$ cat config.mk
export PLATFORM = sky130hd
export DESIGN_NAME = tcgr_alu
export DESIGN_NICKNAME = d
export VERILOG_FILES = /design/src/rtl/tcgr_pkg.sv /design/src/rtl/tcgr_alu.sv
export SDC_FILE = /design/constraint.sdc
export NUM_CORES = 1
export LEC_CHECK = 0
export ABC_AREA = 0
export BUFFER_PORTS_ARGS = -buffer_cell sky130_fd_sc_hd__buf_2
export CELL_PAD_IN_SITES_DETAIL_PLACEMENT = 2
export CELL_PAD_IN_SITES_GLOBAL_PLACEMENT = 2
export CORE_UTILIZATION = 26
export DETAILED_ROUTE_END_ITERATION = 16
export PLACE_DENSITY = 0.84
export SYNTH_ARGS = -nofsm -noshare
export SYNTH_HDL_FRONTEND = slang
export SYNTH_SLANG_ARGS = --single-unit
export TNS_END_PERCENT = 100
$ cat constraint.sdc
create_clock -name vclk -period 5.1
set_input_delay 0.765 -clock vclk [all_inputs]
set_output_delay 0.765 -clock vclk [all_outputs]
set_load 0.005 [all_outputs]
$ cat src/rtl/tcgr_pkg.sv
// Shared types, constants and helpers for the text console glyph renderer.
package tcgr_pkg;

  localparam int GlyphCountDef    = 256;
  localparam int MaxGlyphRowsDef  = 32;
  localparam int BytesPerPixelDef = 4;

  localparam logic [7:0]  NewlineCode   = 8'd10;
  localparam logic [11:0] CoordMax      = 12'hFFF;
  localparam logic [31:0] WhiteColour   = 32'h00FF_FFFF;
  localparam logic [5:0]  GlyphWidthMax = 6'd32;
  localparam int          RowCntW       = 6;

  typedef enum logic [1:0] {
    OP_WRITE_CHAR = 2'd0,
    OP_LOAD_FONT  = 2'd1,
    OP_SET_CURSOR = 2'd2,
    OP_CLEAR      = 2'd3
  } opcode_e;

  typedef enum logic [1:0] {
    KIND_GLYPH_ROW = 2'd0,
    KIND_SCROLL    = 2'd1,
    KIND_CLEAR     = 2'd2,
    KIND_STATUS    = 2'd3
  } kind_e;

  typedef enum logic [2:0] {
    REG_FONT_WIDTH    = 3'd0,
    REG_FONT_HEIGHT   = 3'd1,
    REG_SCREEN_WIDTH  = 3'd2,
    REG_SCREEN_HEIGHT = 3'd3,
    REG_LINE_PITCH    = 3'd4,
    REG_SCROLL_ENABLE = 3'd5
  } cfg_reg_e;

  typedef enum logic [3:0] {
    S_IDLE,
    S_NL_SUM,
    S_NL_CHK,
    S_SETUP,
    S_OFFSET,
    S_NL_OUT,
    S_ROWS,
    S_STATUS,
    S_CLEAR
  } seq_state_e;

  typedef struct packed {
    logic [5:0]  font_width;
    logic [5:0]  font_height;
    logic [11:0] screen_width;
    logic [11:0] screen_height;
    logic [13:0] line_pitch;
    logic        scroll_enable;
  } cfg_t;

  typedef struct packed {
    logic [25:0] a;
    logic [25:0] b;
    logic [12:0] c;
  } alu_req_t;

  typedef struct packed {
    logic [26:0] sum;
    logic        ge;
  } alu_rsp_t;

  typedef struct packed {
    kind_e       kind;
    logic [11:0] pixel_x;
    logic [11:0] pixel_y;
    logic [25:0] byte_offset;
    logic [31:0] row_bits;
    logic [31:0] colour_out;
    logic [5:0]  scroll_rows;
    logic [11:0] cursor_x_now;
    logic [11:0] cursor_y_now;
    logic        last;
  } res_t;

  function automatic logic [11:0] sat12(input logic [12:0] v);
    return (v > {1'b0, CoordMax}) ? CoordMax : v[11:0];
  endfunction

endpackage

$ cat src/rtl/tcgr_alu.sv
// Shared adder with threshold compare, time-shared by the sequencer.
module tcgr_alu import tcgr_pkg::*; (
  input  alu_req_t req_i,
  output alu_rsp_t rsp_o
);

  logic [26:0] sum;

  assign sum       = {1'b0, req_i.a} + {1'b0, req_i.b};
  assign rsp_o.sum = sum;
  assign rsp_o.ge  = (sum >= {14'b0, req_i.c});

endmodule

==> results.md <==
* Worst hold path class: in2out
* Yosys cell types at 51
* Die height at 89.4 um
* Startpoint Class: primary input
* Max cap viols at 0
* Fin nets at 477
* Area contributors post-synth: ha_1, a21oi_1, xnor2_1
* Crit path max fanout at 4
* Post-DP HPWL at 7.20 mm
* CP startpoint: req_i[13]
* Syn-to-layout area delta at 35.6%
* Comb pwr share at 100.0%
* Fin crit period at 4.97 ns
* Max incr delay on CP at 0.37 ns
* Row cnt at 31
* Die area at 8000 um2
* Final Setup Violations at 0
* Tot GR Track Use at 21.4%
* Standby leakage power at 1.36 nW
* PortBufs at 93
* Core footprint at 7330 um2
* Syn Nets at 381
* DR vias at 2622
* Net Sw Frac at 55.8%
* CP max stage cell: or3b_1
* Yosys warnings at 0
* Pins Over Slew Limit at 0
* Routed wire length at 8.73 mm
* P_sw at 243 uW
* Initial core utilization at 27.1%
* Int Power at 193 uW
* Residual DRC at 0
* Worst slew margin at 49.2%
* GP Congestion at 0.821
* Worst slew pin tran at 0.743 ns
* Syn Std Cell Area at 1990 um2
* Largest net degree at the start of global routing at 15
* I/O pin cnt at 93
* Vias in the first global route at 2710
* Period utilisation layout at 97.5%
* Worst path cell trace: buf_2 -> ha_4 -> buf_4 -> a211o_1 -> a211oi_4 -> nor2_1 -> nor2_1 -> xnor2_1 -> ha_1 -> a211oi_2 -> nand2_1 -> o221a_2 -> a2111o_1 -> nor4_1 -> or3b_1 -> buf_2
* Drt wl/cell at 18.6 um
* Max Clock Freq at 0.201 GHz
* Min-delay src: req_i[39]
* Initial antenna violation count at 0
* Cell Area, Placed at 2590 um2
* Post-synthesis sequential area ratio at 0%
* FF+latch count at 0
* DRT iter0 DRCs at 66
* Hold-fix buffers, CTS at 0
* WP data arrival at 4.21 ns
* CP endpoint kind: output port
* Share of cells above drive strength 1 at 32.4%
* Reg area at 0 um2
* Clk pwr share at 0%
* Global-route wire length before repair at 13.5 mm
* Congestion Overflow GR at 0
* Antenna Nets Post-Route at 0
* Most used standard cell by instance count after synthesis: ha_1
* Cell type with the largest total area after synthesis: ha_1
* Via density at 5.59
* Area share of the largest cell type after synthesis at 24.5%
* N_diodes at 0
* Outcome: complete, no violations
* Hold Vio Cnt, Final at 0
* Synthesized instance count at 276
* VDD IR max at 0.0466 mV
* Post-synth top cells: ha_1, nand2_1, inv_1
* Synth Area per Inst at 7.20 um2
* Sequential share of power at 0%
* Drt pass-1 iters at 4
* Cell area power density at 162 nW/um2
* Final WS setup at 0.130 ns
* Clock buffers at 0
* Pre-CTS WS at -0.122 ns
* Design Area, Final at 2700 um2
* Critical path required time at 4.34 ns
* Die W at 89.4 um
* Crit Path Category: in2out
## worst max-delay path, delay by kind of cell
family	cells	cell delay, ns
compound gates	5	1.45
xor+xnor	1	0.21
fa+ha+maj	2	0.49
buf+inv	3	0.37
simple gates	5	0.93
## logic make-up after synthesis
logic type | count (synthesis) | synth area share, %
adder cells (fa/ha/maj) | 40 | 25.6
buffers and inverters | 28 | 5.29
XOR/XNOR | 16 | 7.05
AND/OR/NAND/NOR | 88 | 23.3
AO/OA/AOI/OAI | 103 | 38.3
multiplexers | 1 | 0.503
## path summary, 6_finish.rpt
check | to | slack [ns] | depth (start not counted)
min | rsp_o[1] | 1.85 | 3
max | rsp_o[0] | 0.13 | 16
## metal layers
| metal | track usage, % | vias up | share of wire [%] |
|---|---|---|---|
| li1 | - | 1258 | - |
| met1 | 28.8 | 1281 | 44 |
| met2 | 38.1 | 73 | 51 |
| met3 | 0.646 | 10 | 4.0 |
| met4 | 3.90 | 0 | 1.6 |
| met5 | 0 | - | 0 |
## power groups by stage
stage          Sequential, mW  Clock (mW)  Combinational, mW
2_1_floorplan               0           0              0.244
6_report                    0           0              0.436
5_1_grt                     0           0              0.478
3_5_place_dp                0           0              0.399
3_3_place_gp                0           0              0.378
4_1_cts                     0           0              0.412
## layout by cell type, fill, tap and decap left out, types with 3 or more instances in the layout
| cell | count |
|---|---|
| a2111o_1 | 4 |
| a211o_1 | 4 |
| a211oi_1 | 8 |
| a21o_1 | 9 |
| a21oi_1 | 20 |
| a31oi_1 | 3 |
| and2_1 | 6 |
| and3_1 | 4 |
| and4_1 | 5 |
| buf_2 | 93 |
| buf_4 | 8 |
| ha_1 | 36 |
| inv_1 | 21 |
| nand2_1 | 22 |
| nand2b_1 | 5 |
| nand3_1 | 4 |
| nand4_1 | 3 |
| nor2_1 | 17 |
| nor3_1 | 7 |
| nor4_1 | 4 |
| o211ai_1 | 8 |
| o21a_1 | 5 |
| o21ai_0 | 16 |
| o21bai_1 | 3 |
| xnor2_1 | 8 |
| xor2_1 | 5 |
## area by class of cell
type	instances	area, um2
Inverter	21	78.8
Multi-Input combinational cell	248	1970
Tap cell	99	124
Fill cell	890	4630
Timing Repair Buffer	101	526
## stage by stage
| stage | hold slack (ns) | setup TNS (ns) | util (%) | cells | power, mW |
|---|---|---|---|---|---|
| 3_5_place_dp | 1.84 | -0.122 | 35.3 | 466 | 0.399 |
| 3_3_place_gp | 1.85 | 0 | 35.3 | 466 | 0.378 |
| 2_1_floorplan | 1.65 | 0 | - | 276 | 0.244 |
| 4_1_cts | 1.86 | 0 | 35.9 | 467 | 0.412 |
| 5_1_grt | 1.86 | -0.0179 | 36.8 | 469 | 0.478 |
| 6_report | 1.85 | 0 | 36.8 | 469 | 0.436 |
## what timing repair did
action	4_1_cts	5_1_grt
pin swaps	3	7
endpoints found under the setup margin	1	1
buffers inserted	1	2
resized for setup	6	8
gates cloned	0	0
(Power assumes the default switching activity.)
