`config.mk`:
```
export PLATFORM = sky130hd
export DESIGN_NAME = tcgr_seq_flat
export DESIGN_NICKNAME = d
export VERILOG_FILES = /design/src/rtl/tcgr_pkg.sv /design/src/rtl/tcgr_if.sv /design/src/rtl/tcgr_seq.sv /design/src/flat_wrapper.sv
export SDC_FILE = /design/constraint.sdc
export NUM_CORES = 1
export LEC_CHECK = 0
export ABC_AREA = 1
export BUFFER_PORTS_ARGS = -buffer_cell sky130_fd_sc_hd__buf_4
export CORE_ASPECT_RATIO = 0.8
export CORE_MARGIN = 4
export CORE_UTILIZATION = 55
export CTS_CLUSTER_DIAMETER = 200
export CTS_CLUSTER_SIZE = 25
export DETAILED_ROUTE_END_ITERATION = 7
export PLACE_DENSITY = 0.91
export SLEW_MARGIN = 20
export SYNTH_ARGS = -nofsm -noshare
export SYNTH_HDL_FRONTEND = slang
export SYNTH_SLANG_ARGS = --single-unit
```
`constraint.sdc`:
```
create_clock -name clk_i -period 12.8 [get_ports clk_i]
set_input_delay 2.56 -clock clk_i [delete_from_list [all_inputs] [get_ports clk_i]]
set_output_delay 2.56 -clock clk_i [all_outputs]
set_load 0.03 [all_outputs]
```
`src/rtl/tcgr_pkg.sv`:
```
// Shared types, constants and helpers for the text console glyph renderer.
package tcgr_pkg;

  localparam int GlyphCountDef    = 256;
  localparam int MaxGlyphRowsDef  = 32;
  localparam int BytesPerPixelDef = 4;

  localparam logic [7:0]  NewlineCode   = 8'd10;
  localparam logic [11:0] CoordMax      = 12'hFFF;
  localparam logic [31:0] WhiteColour   = 32'h00FF_FFFF;
  localparam logic [5:0]  GlyphWidthMax = 6'd32;
  localparam int          RowCntW       = 6;

  typedef enum logic [1:0] {
    OP_WRITE_CHAR = 2'd0,
    OP_LOAD_FONT  = 2'd1,
    OP_SET_CURSOR = 2'd2,
    OP_CLEAR      = 2'd3
  } opcode_e;

  typedef enum logic [1:0] {
    KIND_GLYPH_ROW = 2'd0,
    KIND_SCROLL    = 2'd1,
    KIND_CLEAR     = 2'd2,
    KIND_STATUS    = 2'd3
  } kind_e;

  typedef enum logic [2:0] {
    REG_FONT_WIDTH    = 3'd0,
    REG_FONT_HEIGHT   = 3'd1,
    REG_SCREEN_WIDTH  = 3'd2,
    REG_SCREEN_HEIGHT = 3'd3,
    REG_LINE_PITCH    = 3'd4,
    REG_SCROLL_ENABLE = 3'd5
  } cfg_reg_e;

  typedef enum logic [3:0] {
    S_IDLE,
    S_NL_SUM,
    S_NL_CHK,
    S_SETUP,
    S_OFFSET,
    S_NL_OUT,
    S_ROWS,
    S_STATUS,
    S_CLEAR
  } seq_state_e;

  typedef struct packed {
    logic [5:0]  font_width;
    logic [5:0]  font_height;
    logic [11:0] screen_width;
    logic [11:0] screen_height;
    logic [13:0] line_pitch;
    logic        scroll_enable;
  } cfg_t;

  typedef struct packed {
    logic [25:0] a;
    logic [25:0] b;
    logic [12:0] c;
  } alu_req_t;

  typedef struct packed {
    logic [26:0] sum;
    logic        ge;
  } alu_rsp_t;

  typedef struct packed {
    kind_e       kind;
    logic [11:0] pixel_x;
    logic [11:0] pixel_y;
    logic [25:0] byte_offset;
    logic [31:0] row_bits;
    logic [31:0] colour_out;
    logic [5:0]  scroll_rows;
    logic [11:0] cursor_x_now;
    logic [11:0] cursor_y_now;
    logic        last;
  } res_t;

  function automatic logic [11:0] sat12(input logic [12:0] v);
    return (v > {1'b0, CoordMax}) ? CoordMax : v[11:0];
  endfunction

endpackage

```
`src/rtl/tcgr_if.sv`:
```
// Channel interfaces: command items, result items and register writes.
interface tcgr_item_if;
  logic        valid;
  logic        ready;
  logic [1:0]  opcode;
  logic [7:0]  char_code;
  logic [4:0]  glyph_row;
  logic [31:0] row_pattern;
  logic [11:0] set_x;
  logic [11:0] set_y;
  logic [31:0] colour_in;

  modport source (output valid, opcode, char_code, glyph_row, row_pattern, set_x, set_y,
                  colour_in, input ready);
  modport sink (input valid, opcode, char_code, glyph_row, row_pattern, set_x, set_y,
                colour_in, output ready);
endinterface

interface tcgr_result_if;
  logic        valid;
  logic        ready;
  logic [1:0]  kind;
  logic [11:0] pixel_x;
  logic [11:0] pixel_y;
  logic [25:0] byte_offset;
  logic [31:0] row_bits;
  logic [31:0] colour_out;
  logic [5:0]  scroll_rows;
  logic [11:0] cursor_x_now;
  logic [11:0] cursor_y_now;
  logic        last;

  modport source (output valid, kind, pixel_x, pixel_y, byte_offset, row_bits, colour_out,
                  scroll_rows, cursor_x_now, cursor_y_now, last, input ready);
  modport sink (input valid, kind, pixel_x, pixel_y, byte_offset, row_bits, colour_out,
                scroll_rows, cursor_x_now, cursor_y_now, last, output ready);
endinterface


```
`src/rtl/tcgr_seq.sv`:
```
// Command sequencer: cursor state, newline handling, glyph row emission, output register.
module tcgr_seq import tcgr_pkg::*; #(
  parameter int GLYPH_COUNT     = GlyphCountDef,
  parameter int MAX_GLYPH_ROWS  = MaxGlyphRowsDef,
  parameter int BYTES_PER_PIXEL = BytesPerPixelDef,
  localparam int CodeW = $clog2(GLYPH_COUNT),
  localparam int RowW  = $clog2(MAX_GLYPH_ROWS),
  localparam int AddrW = CodeW + RowW
) (
  input  logic               clk_i,
  input  logic               rst_ni,
  input  cfg_t               cfg_i,
  tcgr_item_if.sink          item_i,
  tcgr_result_if.source      result_o,
  output alu_req_t           alu_req_o,
  input  alu_rsp_t           alu_rsp_i,
  output logic               mem_we_o,
  output logic [AddrW-1:0]   mem_waddr_o,
  output logic [31:0]        mem_wdata_o,
  output logic [AddrW-1:0]   mem_raddr_o,
  input  logic [31:0]        mem_rdata_i
);

  seq_state_e state_q, state_d;

  logic [11:0] cursor_col_q, cursor_col_d;
  logic [11:0] cursor_row_q, cursor_row_d;
  logic [31:0] draw_colour_q, draw_colour_d;

  logic [7:0]         code_q, code_d;
  logic               code_ok_q, code_ok_d;
  logic               is_char_q, is_char_d;
  logic [31:0]        cin_q, cin_d;
  logic [12:0]        row_sum_q, row_sum_d;
  logic               nl_pend_q, nl_pend_d;
  kind_e              nl_kind_q, nl_kind_d;
  logic [11:0]        draw_col_q, draw_col_d;
  logic [11:0]        py_q, py_d;
  logic [25:0]        off_q, off_d;
  logic [25:0]        mult_q, mult_d;
  logic [RowCntW-1:0] dy_q, dy_d;
  logic [RowCntW-1:0] rd_dy;

  logic        out_valid_q, out_valid_d;
  res_t        out_q, res_w;
  logic        load;
  logic        out_free;
  logic        accept;

  logic [5:0]  ew;
  logic [5:0]  eh;
  logic [5:0]  h1;
  logic [31:0] mask;
  logic        row_last;
  logic [13:0] col_bytes;

  assign ew   = (cfg_i.font_width > GlyphWidthMax) ? GlyphWidthMax : cfg_i.font_width;
  assign eh   = (int'(cfg_i.font_height) > MAX_GLYPH_ROWS) ? RowCntW'(MAX_GLYPH_ROWS)
                                                            : cfg_i.font_height;
  assign h1   = eh + 6'd1;
  assign mask = (ew == 6'd0) ? 32'h0 : ~(32'hFFFF_FFFF >> ew);

  assign row_last  = (dy_q == (eh - 6'd1));
  assign col_bytes = 14'(draw_col_q) * 14'(BYTES_PER_PIXEL);

  assign item_i.ready = (state_q == S_IDLE);
  assign accept       = item_i.valid && item_i.ready;
  assign out_free     = !out_valid_q || result_o.ready;

  assign mem_we_o    = accept && (opcode_e'(item_i.opcode) == OP_LOAD_FONT)
                       && (int'(item_i.char_code) < GLYPH_COUNT)
                       && (int'(item_i.glyph_row) < MAX_GLYPH_ROWS);
  assign mem_waddr_o = {item_i.char_code[CodeW-1:0], item_i.glyph_row[RowW-1:0]};
  assign mem_wdata_o = item_i.row_pattern;
  assign mem_raddr_o = {code_q[CodeW-1:0], rd_dy[RowW-1:0]};

  always_comb begin
    state_d       = state_q;
    cursor_col_d  = cursor_col_q;
    cursor_row_d  = cursor_row_q;
    draw_colour_d = draw_colour_q;
    code_d        = code_q;
    code_ok_d     = code_ok_q;
    is_char_d     = is_char_q;
    cin_d         = cin_q;
    row_sum_d     = row_sum_q;
    nl_pend_d     = nl_pend_q;
    nl_kind_d     = nl_kind_q;
    draw_col_d    = draw_col_q;
    py_d          = py_q;
    off_d         = off_q;
    mult_d        = mult_q;
    dy_d          = dy_q;
    rd_dy         = dy_q;
    alu_req_o     = '0;
    load          = 1'b0;
    res_w         = '0;
    res_w.cursor_x_now = cursor_col_q;
    res_w.cursor_y_now = cursor_row_q;

    case (state_q)
      S_IDLE: begin
        // wrap test: col + width > screen width
        alu_req_o.a = 26'(cursor_col_q);
        alu_req_o.b = 26'(ew);
        alu_req_o.c = {1'b0, cfg_i.screen_width} + 13'd1;
        if (accept) begin
          code_d    = item_i.char_code;
          code_ok_d = (int'(item_i.char_code) < GLYPH_COUNT);
          cin_d     = item_i.colour_in;
          nl_pend_d = 1'b0;
          case (opcode_e'(item_i.opcode))
            OP_WRITE_CHAR: begin
              is_char_d = (item_i.char_code != NewlineCode);
              if (item_i.char_code == NewlineCode || alu_rsp_i.ge) begin
                state_d = S_NL_SUM;
              end else begin
                state_d = S_SETUP;
              end
            end
            OP_LOAD_FONT: begin
              state_d = S_STATUS;
            end
            OP_SET_CURSOR: begin
              cursor_col_d  = item_i.set_x;
              cursor_row_d  = item_i.set_y;
              draw_colour_d = item_i.colour_in;
              state_d       = S_STATUS;
            end
            OP_CLEAR: begin
              cursor_col_d = 12'd0;
              cursor_row_d = 12'd0;
              state_d      = S_CLEAR;
            end
            default: begin
              state_d = S_STATUS;
            end
          endcase
        end
      end

      S_NL_SUM: begin
        alu_req_o.a = 26'(cursor_row_q);
        alu_req_o.b = 26'(h1);
        row_sum_d   = alu_rsp_i.sum[12:0];
        state_d     = S_NL_CHK;
      end

      S_NL_CHK: begin
        // bottom test: row + 2 * line height >= screen height
        alu_req_o.a  = 26'(row_sum_q);
        alu_req_o.b  = 26'(h1);
        alu_req_o.c  = {1'b0, cfg_i.screen_height};
        cursor_col_d = 12'd0;
        if (alu_rsp_i.ge) begin
          nl_pend_d = 1'b1;
          if (cfg_i.scroll_enable) begin
            nl_kind_d = KIND_SCROLL;
          end else begin
            nl_kind_d    = KIND_CLEAR;
            cursor_row_d = 12'd0;
          end
        end else begin
          cursor_row_d = sat12(row_sum_q);
        end
        if (is_char_q) begin
          state_d = S_SETUP;
        end else if (alu_rsp_i.ge) begin
          state_d = S_NL_OUT;
        end else begin
          state_d = S_STATUS;
        end
      end

      S_SETUP: begin
        alu_req_o.a  = 26'(cursor_col_q);
        alu_req_o.b  = 26'(ew) + 26'd1;
        cursor_col_d = sat12(alu_rsp_i.sum[12:0]);
        draw_col_d   = cursor_col_q;
        py_d         = cursor_row_q;
        mult_d       = 26'(cursor_row_q) * 26'(cfg_i.line_pitch);
        dy_d         = '0;
        rd_dy        = '0;
        state_d      = S_OFFSET;
      end

      S_OFFSET: begin
        alu_req_o.a = mult_q;
        alu_req_o.b = 26'(col_bytes);
        off_d       = alu_rsp_i.sum[25:0];
        if (nl_pend_q) begin
          state_d = S_NL_OUT;
        end else if (eh == 6'd0) begin
          state_d = S_STATUS;
        end else begin
          state_d = S_ROWS;
        end
      end

      S_NL_OUT: begin
        res_w.kind        = nl_kind_q;
        res_w.scroll_rows = (nl_kind_q == KIND_SCROLL) ? h1 : 6'd0;
        res_w.last        = !(is_char_q && (eh != 6'd0));
        if (out_free) begin
          load    = 1'b1;
          state_d = res_w.last ? S_IDLE : S_ROWS;
        end
      end

      S_ROWS: begin
        alu_req_o.a       = off_q;
        alu_req_o.b       = 26'(cfg_i.line_pitch);
        res_w.kind        = KIND_GLYPH_ROW;
        res_w.pixel_x     = draw_col_q;
        res_w.pixel_y     = py_q;
        res_w.byte_offset = off_q;
        res_w.row_bits    = code_ok_q ? (mem_rdata_i & mask) : 32'h0;
        res_w.colour_out  = draw_colour_q;
        res_w.last        = row_last;
        if (out_free) begin
          load  = 1'b1;
          dy_d  = dy_q + 6'd1;
          rd_dy = dy_q + 6'd1;
          if (py_q != CoordMax) begin
            py_d  = py_q + 12'd1;
            off_d = alu_rsp_i.sum[25:0];
          end
          if (row_last) begin
            state_d = S_IDLE;
          end
        end
      end

      S_STATUS: begin
        res_w.kind       = KIND_STATUS;
        res_w.colour_out = draw_colour_q;
        res_w.last       = 1'b1;
        if (out_free) begin
          load    = 1'b1;
          state_d = S_IDLE;
        end
      end

      S_CLEAR: begin
        res_w.kind       = KIND_CLEAR;
        res_w.colour_out = cin_q;
        res_w.last       = 1'b1;
        if (out_free) begin
          load    = 1'b1;
          state_d = S_IDLE;
        end
      end

      default: begin
        state_d = S_IDLE;
      end
    endcase
  end

  assign out_valid_d = load || (out_valid_q && !result_o.ready);

  always_ff @(posedge clk_i or negedge rst_ni) begin
    if (!rst_ni) begin
      state_q       <= S_IDLE;
      cursor_col_q  <= 12'd0;
      cursor_row_q  <= 12'd0;
      draw_colour_q <= WhiteColour;
      out_valid_q   <= 1'b0;
      nl_pend_q     <= 1'b0;
    end else begin
      state_q       <= state_d;
      cursor_col_q  <= cursor_col_d;
      cursor_row_q  <= cursor_row_d;
      draw_colour_q <= draw_colour_d;
      out_valid_q   <= out_valid_d;
      nl_pend_q     <= nl_pend_d;
    end
  end

  always_ff @(posedge clk_i) begin
    code_q     <= code_d;
    code_ok_q  <= code_ok_d;
    is_char_q  <= is_char_d;
    cin_q      <= cin_d;
    row_sum_q  <= row_sum_d;
    nl_kind_q  <= nl_kind_d;
    draw_col_q <= draw_col_d;
    py_q       <= py_d;
    off_q      <= off_d;
    mult_q     <= mult_d;
    dy_q       <= dy_d;
    if (load) begin
      out_q <= res_w;
    end
  end

  assign result_o.valid        = out_valid_q;
  assign result_o.kind         = out_q.kind;
  assign result_o.pixel_x      = out_q.pixel_x;
  assign result_o.pixel_y      = out_q.pixel_y;
  assign result_o.byte_offset  = out_q.byte_offset;
  assign result_o.row_bits     = out_q.row_bits;
  assign result_o.colour_out   = out_q.colour_out;
  assign result_o.scroll_rows  = out_q.scroll_rows;
  assign result_o.cursor_x_now = out_q.cursor_x_now;
  assign result_o.cursor_y_now = out_q.cursor_y_now;
  assign result_o.last         = out_q.last;

  a_busy_after_accept: assert property (@(posedge clk_i) disable iff (!rst_ni)
    accept |=> !item_i.ready)
    else $error("sequencer ready straight after a transfer");

  a_row_in_range: assert property (@(posedge clk_i) disable iff (!rst_ni)
    (state_q == S_ROWS) |-> (dy_q < eh))
    else $error("glyph row counter beyond font height");

  a_last_to_idle: assert property (@(posedge clk_i) disable iff (!rst_ni)
    (load && res_w.last) |=> (state_q == S_IDLE))
    else $error("final result loaded but sequencer not idle");

  a_nl_out_pending: assert property (@(posedge clk_i) disable iff (!rst_ni)
    (state_q == S_NL_OUT) |-> nl_pend_q)
    else $error("newline result without pending scroll or clear");

endmodule

```
`src/flat_wrapper.sv`:
```
// flat-port wrapper written by rule: the top's interface ports become plain ports
module tcgr_seq_flat import tcgr_pkg::*;
#(
  parameter int GLYPH_COUNT     = GlyphCountDef,
  parameter int MAX_GLYPH_ROWS  = MaxGlyphRowsDef,
  parameter int BYTES_PER_PIXEL = BytesPerPixelDef,
  localparam int CodeW = $clog2(GLYPH_COUNT),
  localparam int RowW  = $clog2(MAX_GLYPH_ROWS),
  localparam int AddrW = CodeW + RowW
)
  (clk_i, rst_ni, cfg_i, alu_req_o, alu_rsp_i, mem_we_o, mem_waddr_o, mem_wdata_o, mem_raddr_o, mem_rdata_i, item_i_valid, item_i_opcode, item_i_char_code, item_i_glyph_row, item_i_row_pattern, item_i_set_x, item_i_set_y, item_i_colour_in, item_i_ready, result_o_valid, result_o_kind, result_o_pixel_x, result_o_pixel_y, result_o_byte_offset, result_o_row_bits, result_o_colour_out, result_o_scroll_rows, result_o_cursor_x_now, result_o_cursor_y_now, result_o_last, result_o_ready);
  tcgr_item_if item_i_i ();
  tcgr_result_if result_o_i ();
  input  logic clk_i;
  input  logic rst_ni;
  input  cfg_t cfg_i;
  output alu_req_t alu_req_o;
  input  alu_rsp_t alu_rsp_i;
  output logic mem_we_o;
  output logic [AddrW-1:0] mem_waddr_o;
  output logic [31:0] mem_wdata_o;
  output logic [AddrW-1:0] mem_raddr_o;
  input  logic [31:0] mem_rdata_i;
  input wire logic [$bits(item_i_i.valid)-1:0] item_i_valid;
  input wire logic [$bits(item_i_i.opcode)-1:0] item_i_opcode;
  input wire logic [$bits(item_i_i.char_code)-1:0] item_i_char_code;
  input wire logic [$bits(item_i_i.glyph_row)-1:0] item_i_glyph_row;
  input wire logic [$bits(item_i_i.row_pattern)-1:0] item_i_row_pattern;
  input wire logic [$bits(item_i_i.set_x)-1:0] item_i_set_x;
  input wire logic [$bits(item_i_i.set_y)-1:0] item_i_set_y;
  input wire logic [$bits(item_i_i.colour_in)-1:0] item_i_colour_in;
  output wire logic [$bits(item_i_i.ready)-1:0] item_i_ready;
  output wire logic [$bits(result_o_i.valid)-1:0] result_o_valid;
  output wire logic [$bits(result_o_i.kind)-1:0] result_o_kind;
  output wire logic [$bits(result_o_i.pixel_x)-1:0] result_o_pixel_x;
  output wire logic [$bits(result_o_i.pixel_y)-1:0] result_o_pixel_y;
  output wire logic [$bits(result_o_i.byte_offset)-1:0] result_o_byte_offset;
  output wire logic [$bits(result_o_i.row_bits)-1:0] result_o_row_bits;
  output wire logic [$bits(result_o_i.colour_out)-1:0] result_o_colour_out;
  output wire logic [$bits(result_o_i.scroll_rows)-1:0] result_o_scroll_rows;
  output wire logic [$bits(result_o_i.cursor_x_now)-1:0] result_o_cursor_x_now;
  output wire logic [$bits(result_o_i.cursor_y_now)-1:0] result_o_cursor_y_now;
  output wire logic [$bits(result_o_i.last)-1:0] result_o_last;
  input wire logic [$bits(result_o_i.ready)-1:0] result_o_ready;
  assign item_i_i.valid = item_i_valid;
  assign item_i_i.opcode = item_i_opcode;
  assign item_i_i.char_code = item_i_char_code;
  assign item_i_i.glyph_row = item_i_glyph_row;
  assign item_i_i.row_pattern = item_i_row_pattern;
  assign item_i_i.set_x = item_i_set_x;
  assign item_i_i.set_y = item_i_set_y;
  assign item_i_i.colour_in = item_i_colour_in;
  assign item_i_ready = item_i_i.ready;
  assign result_o_valid = result_o_i.valid;
  assign result_o_kind = result_o_i.kind;
  assign result_o_pixel_x = result_o_i.pixel_x;
  assign result_o_pixel_y = result_o_i.pixel_y;
  assign result_o_byte_offset = result_o_i.byte_offset;
  assign result_o_row_bits = result_o_i.row_bits;
  assign result_o_colour_out = result_o_i.colour_out;
  assign result_o_scroll_rows = result_o_i.scroll_rows;
  assign result_o_cursor_x_now = result_o_i.cursor_x_now;
  assign result_o_cursor_y_now = result_o_i.cursor_y_now;
  assign result_o_last = result_o_i.last;
  assign result_o_i.ready = result_o_ready;
  tcgr_seq #(.GLYPH_COUNT(GLYPH_COUNT), .MAX_GLYPH_ROWS(MAX_GLYPH_ROWS), .BYTES_PER_PIXEL(BYTES_PER_PIXEL)) u_core (.clk_i(clk_i), .rst_ni(rst_ni), .cfg_i(cfg_i), .item_i(item_i_i), .result_o(result_o_i), .alu_req_o(alu_req_o), .alu_rsp_i(alu_rsp_i), .mem_we_o(mem_we_o), .mem_waddr_o(mem_waddr_o), .mem_wdata_o(mem_wdata_o), .mem_raddr_o(mem_raddr_o), .mem_rdata_i(mem_rdata_i));
endmodule
```
==> out/results.ini <==
[global_route]
track_usage=0.299
grt_antenna_before_repair=1
grt_overflow=0
grt_pass1_vias=16800
grt_max_degree=82
grt_pass1_wl_mm=96.1

[critical_path]
crit_end=u_core.mult_q[24]
r2r-end=u_core.mult_q[24]
critPathArrivalTime_ns=7.30
r2r-start=u_core.cursor_row_q[6]
endpoint_kind=flip-flop
r2r_cells=17
crit_path_start=cfg_i[2]
path_class=input port to flip-flop
required_ns=13.12
regToRegSetupSlack_ns=7.05
critical_path.max_fanout=13
cp-start-kind=input port

[timing]
fin_crit_sh=0.546
hold_viol_final=0
rsz0062_at_grt=false
relSlewSlack=0.278
worstMarginPinSlew_ns=1.08
finalClockSkew_ns=0.0232
max_freq_mhz=143
tns_ns=0
slew_violations=0
fin_crit_ns=6.98
setup_viol=0

[layout]
multi_input_area_um2=8800
layout-drive-gt1-share=0.222
seq_area_um2=10100
finalNetCount=2839
num-fill-cells=2912
post-route-cell-area_um2=24600
area_delta_synth_final_pct=16.3

[drt]
wl_mm=64.3
top_layer_used=met4
first_pass_iters=6
viasPerCell=5.69
drt_iter0_markers=1855
ant_nets=0
wl_met1_mm=24.5
vias=16700
drc_errors=0
wl_met3_mm=7.78
wl_per_cell_um=21.9
dr_wl_met2_mm=28.8

[clocking]
cts_sinks=347
numCtsBuffers=17
root_buffer=clkbuf_16
post-cts-setup-buffer-count=0
htree_levels=1
clk_path_buf_depth=3
cts_tree=built
clkTransAtPathRegs_ns=0.10
clk_latency_ns=0.54
post_cts_resized=0
hold_buffers=0

[placed_design]
place_hpwl_mm=48.9
io_buffers=403
gp_congestion=0.937
placed_cell_area_um2=24200

[floorplan]
die_w_um=227
die-area_um2=41700
coreArea_um2=38100
ioPinCount=491
initial_utilization=0.556
rows=64
die_h_um=184

[logic_synthesis]
syn_area_um2=21200
synth.area.top_cells=edfxtp_1, fa_1, inv_1, nand2_1, ha_1
synth_xor_xnor_area_share=0.0124
synth_top_family_by_area=adder cells
yosysSeqAreaShare=0.476
ys_ff_latch=347
synth_mux_area_frac=0.0223
synthArstFlopShare=0.179
yosysMostFrequentCell=inv_1
synth_top_area_cell=edfxtp_1
netlist_instances=2124
yosys.area_share.simple=0.132
synth_top_flop_cell=edfxtp_1
synth_compound_area_frac=0.0848
synthTopCellsByCount=inv_1, nand2_1, edfxtp_1
synth_top_area_frac=0.397
synthAdderAreaFrac=0.159
syn_avg_cell_area_um2=9.98
synth_cell_types=59
synth_edf_count=280
ys_warn_count=0

[outcome]
status=completed

[worst_hold_path]
hold_path.class=flip-flop to flip-flop

[run]
drv_cap=0

[state kept, by name (all words and copies together), names as in the netlist, 13 cells and up]
signal and count:
u_core.row_sum_q 13, u_core.mult_q 26, u_core.result_o.byte_offset 26, u_core.off_q 26, u_core.cin_q 32, u_core.result_o.row_bits 32
u_core.draw_colour_q 32, u_core.result_o.colour_out 32
[routing by layer]
| layer | vias to the layer above | track usage |
|---|---|---|
| li1 | 7346 | - |
| met1 | 8003 | 0.404 |
| met2 | 1135 | 0.460 |
| met3 | 200 | 0.0827 |
| met4 | 0 | 0.126 |
| met5 | - | 0 |
[layout make-up]
type,count,share of cell area
multi-input combinational,1232,0.357
antenna,1,0.000102
clock buffer,28,0.0189
sequential,347,0.409
timing repair buffer,413,0.126
tap,495,0.0251
inverter,413,0.0631
clock inverter,2,0.000558
[how the worst min path moves through the flow]
stage                        startpoint                          endpoint  slack, ns  cells past startpoint
2_1_floorplan   u_core.cursor_row_q[10]  u_core.result_o.cursor_y_now[10]       0.42                      0
3_3_place_gp   u_core.draw_colour_q[31]          u_core.draw_colour_q[31]       0.49                      1
3_5_place_dp     u_core.cursor_col_q[6]   u_core.result_o.cursor_x_now[6]       0.49                      0
4_1_cts          u_core.cursor_col_q[6]   u_core.result_o.cursor_x_now[6]       0.52                      0
5_1_grt        u_core.draw_colour_q[29]          u_core.draw_colour_q[29]       0.53                      1
6_report         u_core.cursor_col_q[6]   u_core.result_o.cursor_x_now[6]       0.52                      0
[layout by cell type, fill, tap and decap left out, types with 4 or more instances in the layout]
cell type	instances
a21oi_1	52
nand4_1	9
a211oi_1	4
nand2_2	6
fa_1	120
clkbuf_1	11
ha_1	77
inv_2	9
o21ai_0	102
nor2_1	169
o22ai_1	11
mux2_4	30
a221oi_1	6
nand3b_1	7
nor2_2	8
conb_1	12
xnor2_1	10
buf_4	413
nor3_1	9
dfxtp_1	5
o211ai_1	8
xor2_1	20
o21ai_2	12
nand2_4	4
a32o_1	32
o21ai_1	17
dfstp_2	24
edfxtp_1	280
a21boi_0	5
nand3_1	65
nand2_1	396
inv_1	402
clkbuf_16	17
a31oi_1	7
dfrtp_1	38
[per-stage QoR]
stage / util / hold WS (ns) / std cells / setup WS [ns]
after floorplan: - / 0.423 / 2135 / 2.10
after global placement: 0.634 / 0.489 / 2900 / 5.38
after detailed placement: 0.634 / 0.492 / 2900 / 5.39
after CTS: 0.646 / 0.520 / 2930 / 5.86
after global routing: 0.647 / 0.534 / 2931 / 5.58
final: 0.647 / 0.517 / 2931 / 5.82
[kinds of logic (layout without fill, tap and decap cells)]
logic type | Yosys count | after routing
buf+inv | 556 | 856
simple gates | 681 | 681
flops | 347 | 347
fa+ha+maj | 197 | 197
other cells | 1 | 13
compound gates | 280 | 280
mux | 32 | 32
xor+xnor | 30 | 30
[worst max-delay path, stage by stage]
cell and delay [ns]:
buf_4 0.23, nand2_1 0.11, fa_1 0.53, fa_1 0.55, inv_1 0.07, fa_1 0.52
fa_1 0.56, inv_1 0.06, fa_1 0.55, inv_1 0.05, ha_1 0.37, a21oi_1 0.26
o21ai_0 0.12, nand2_1 0.09, nand4_1 0.18, nand2_1 0.11, a21oi_1 0.07, xor2_1 0.28
Power is not shown: default switching activity piles up to over one toggle a cycle in this logic, so the estimate is an artifact.
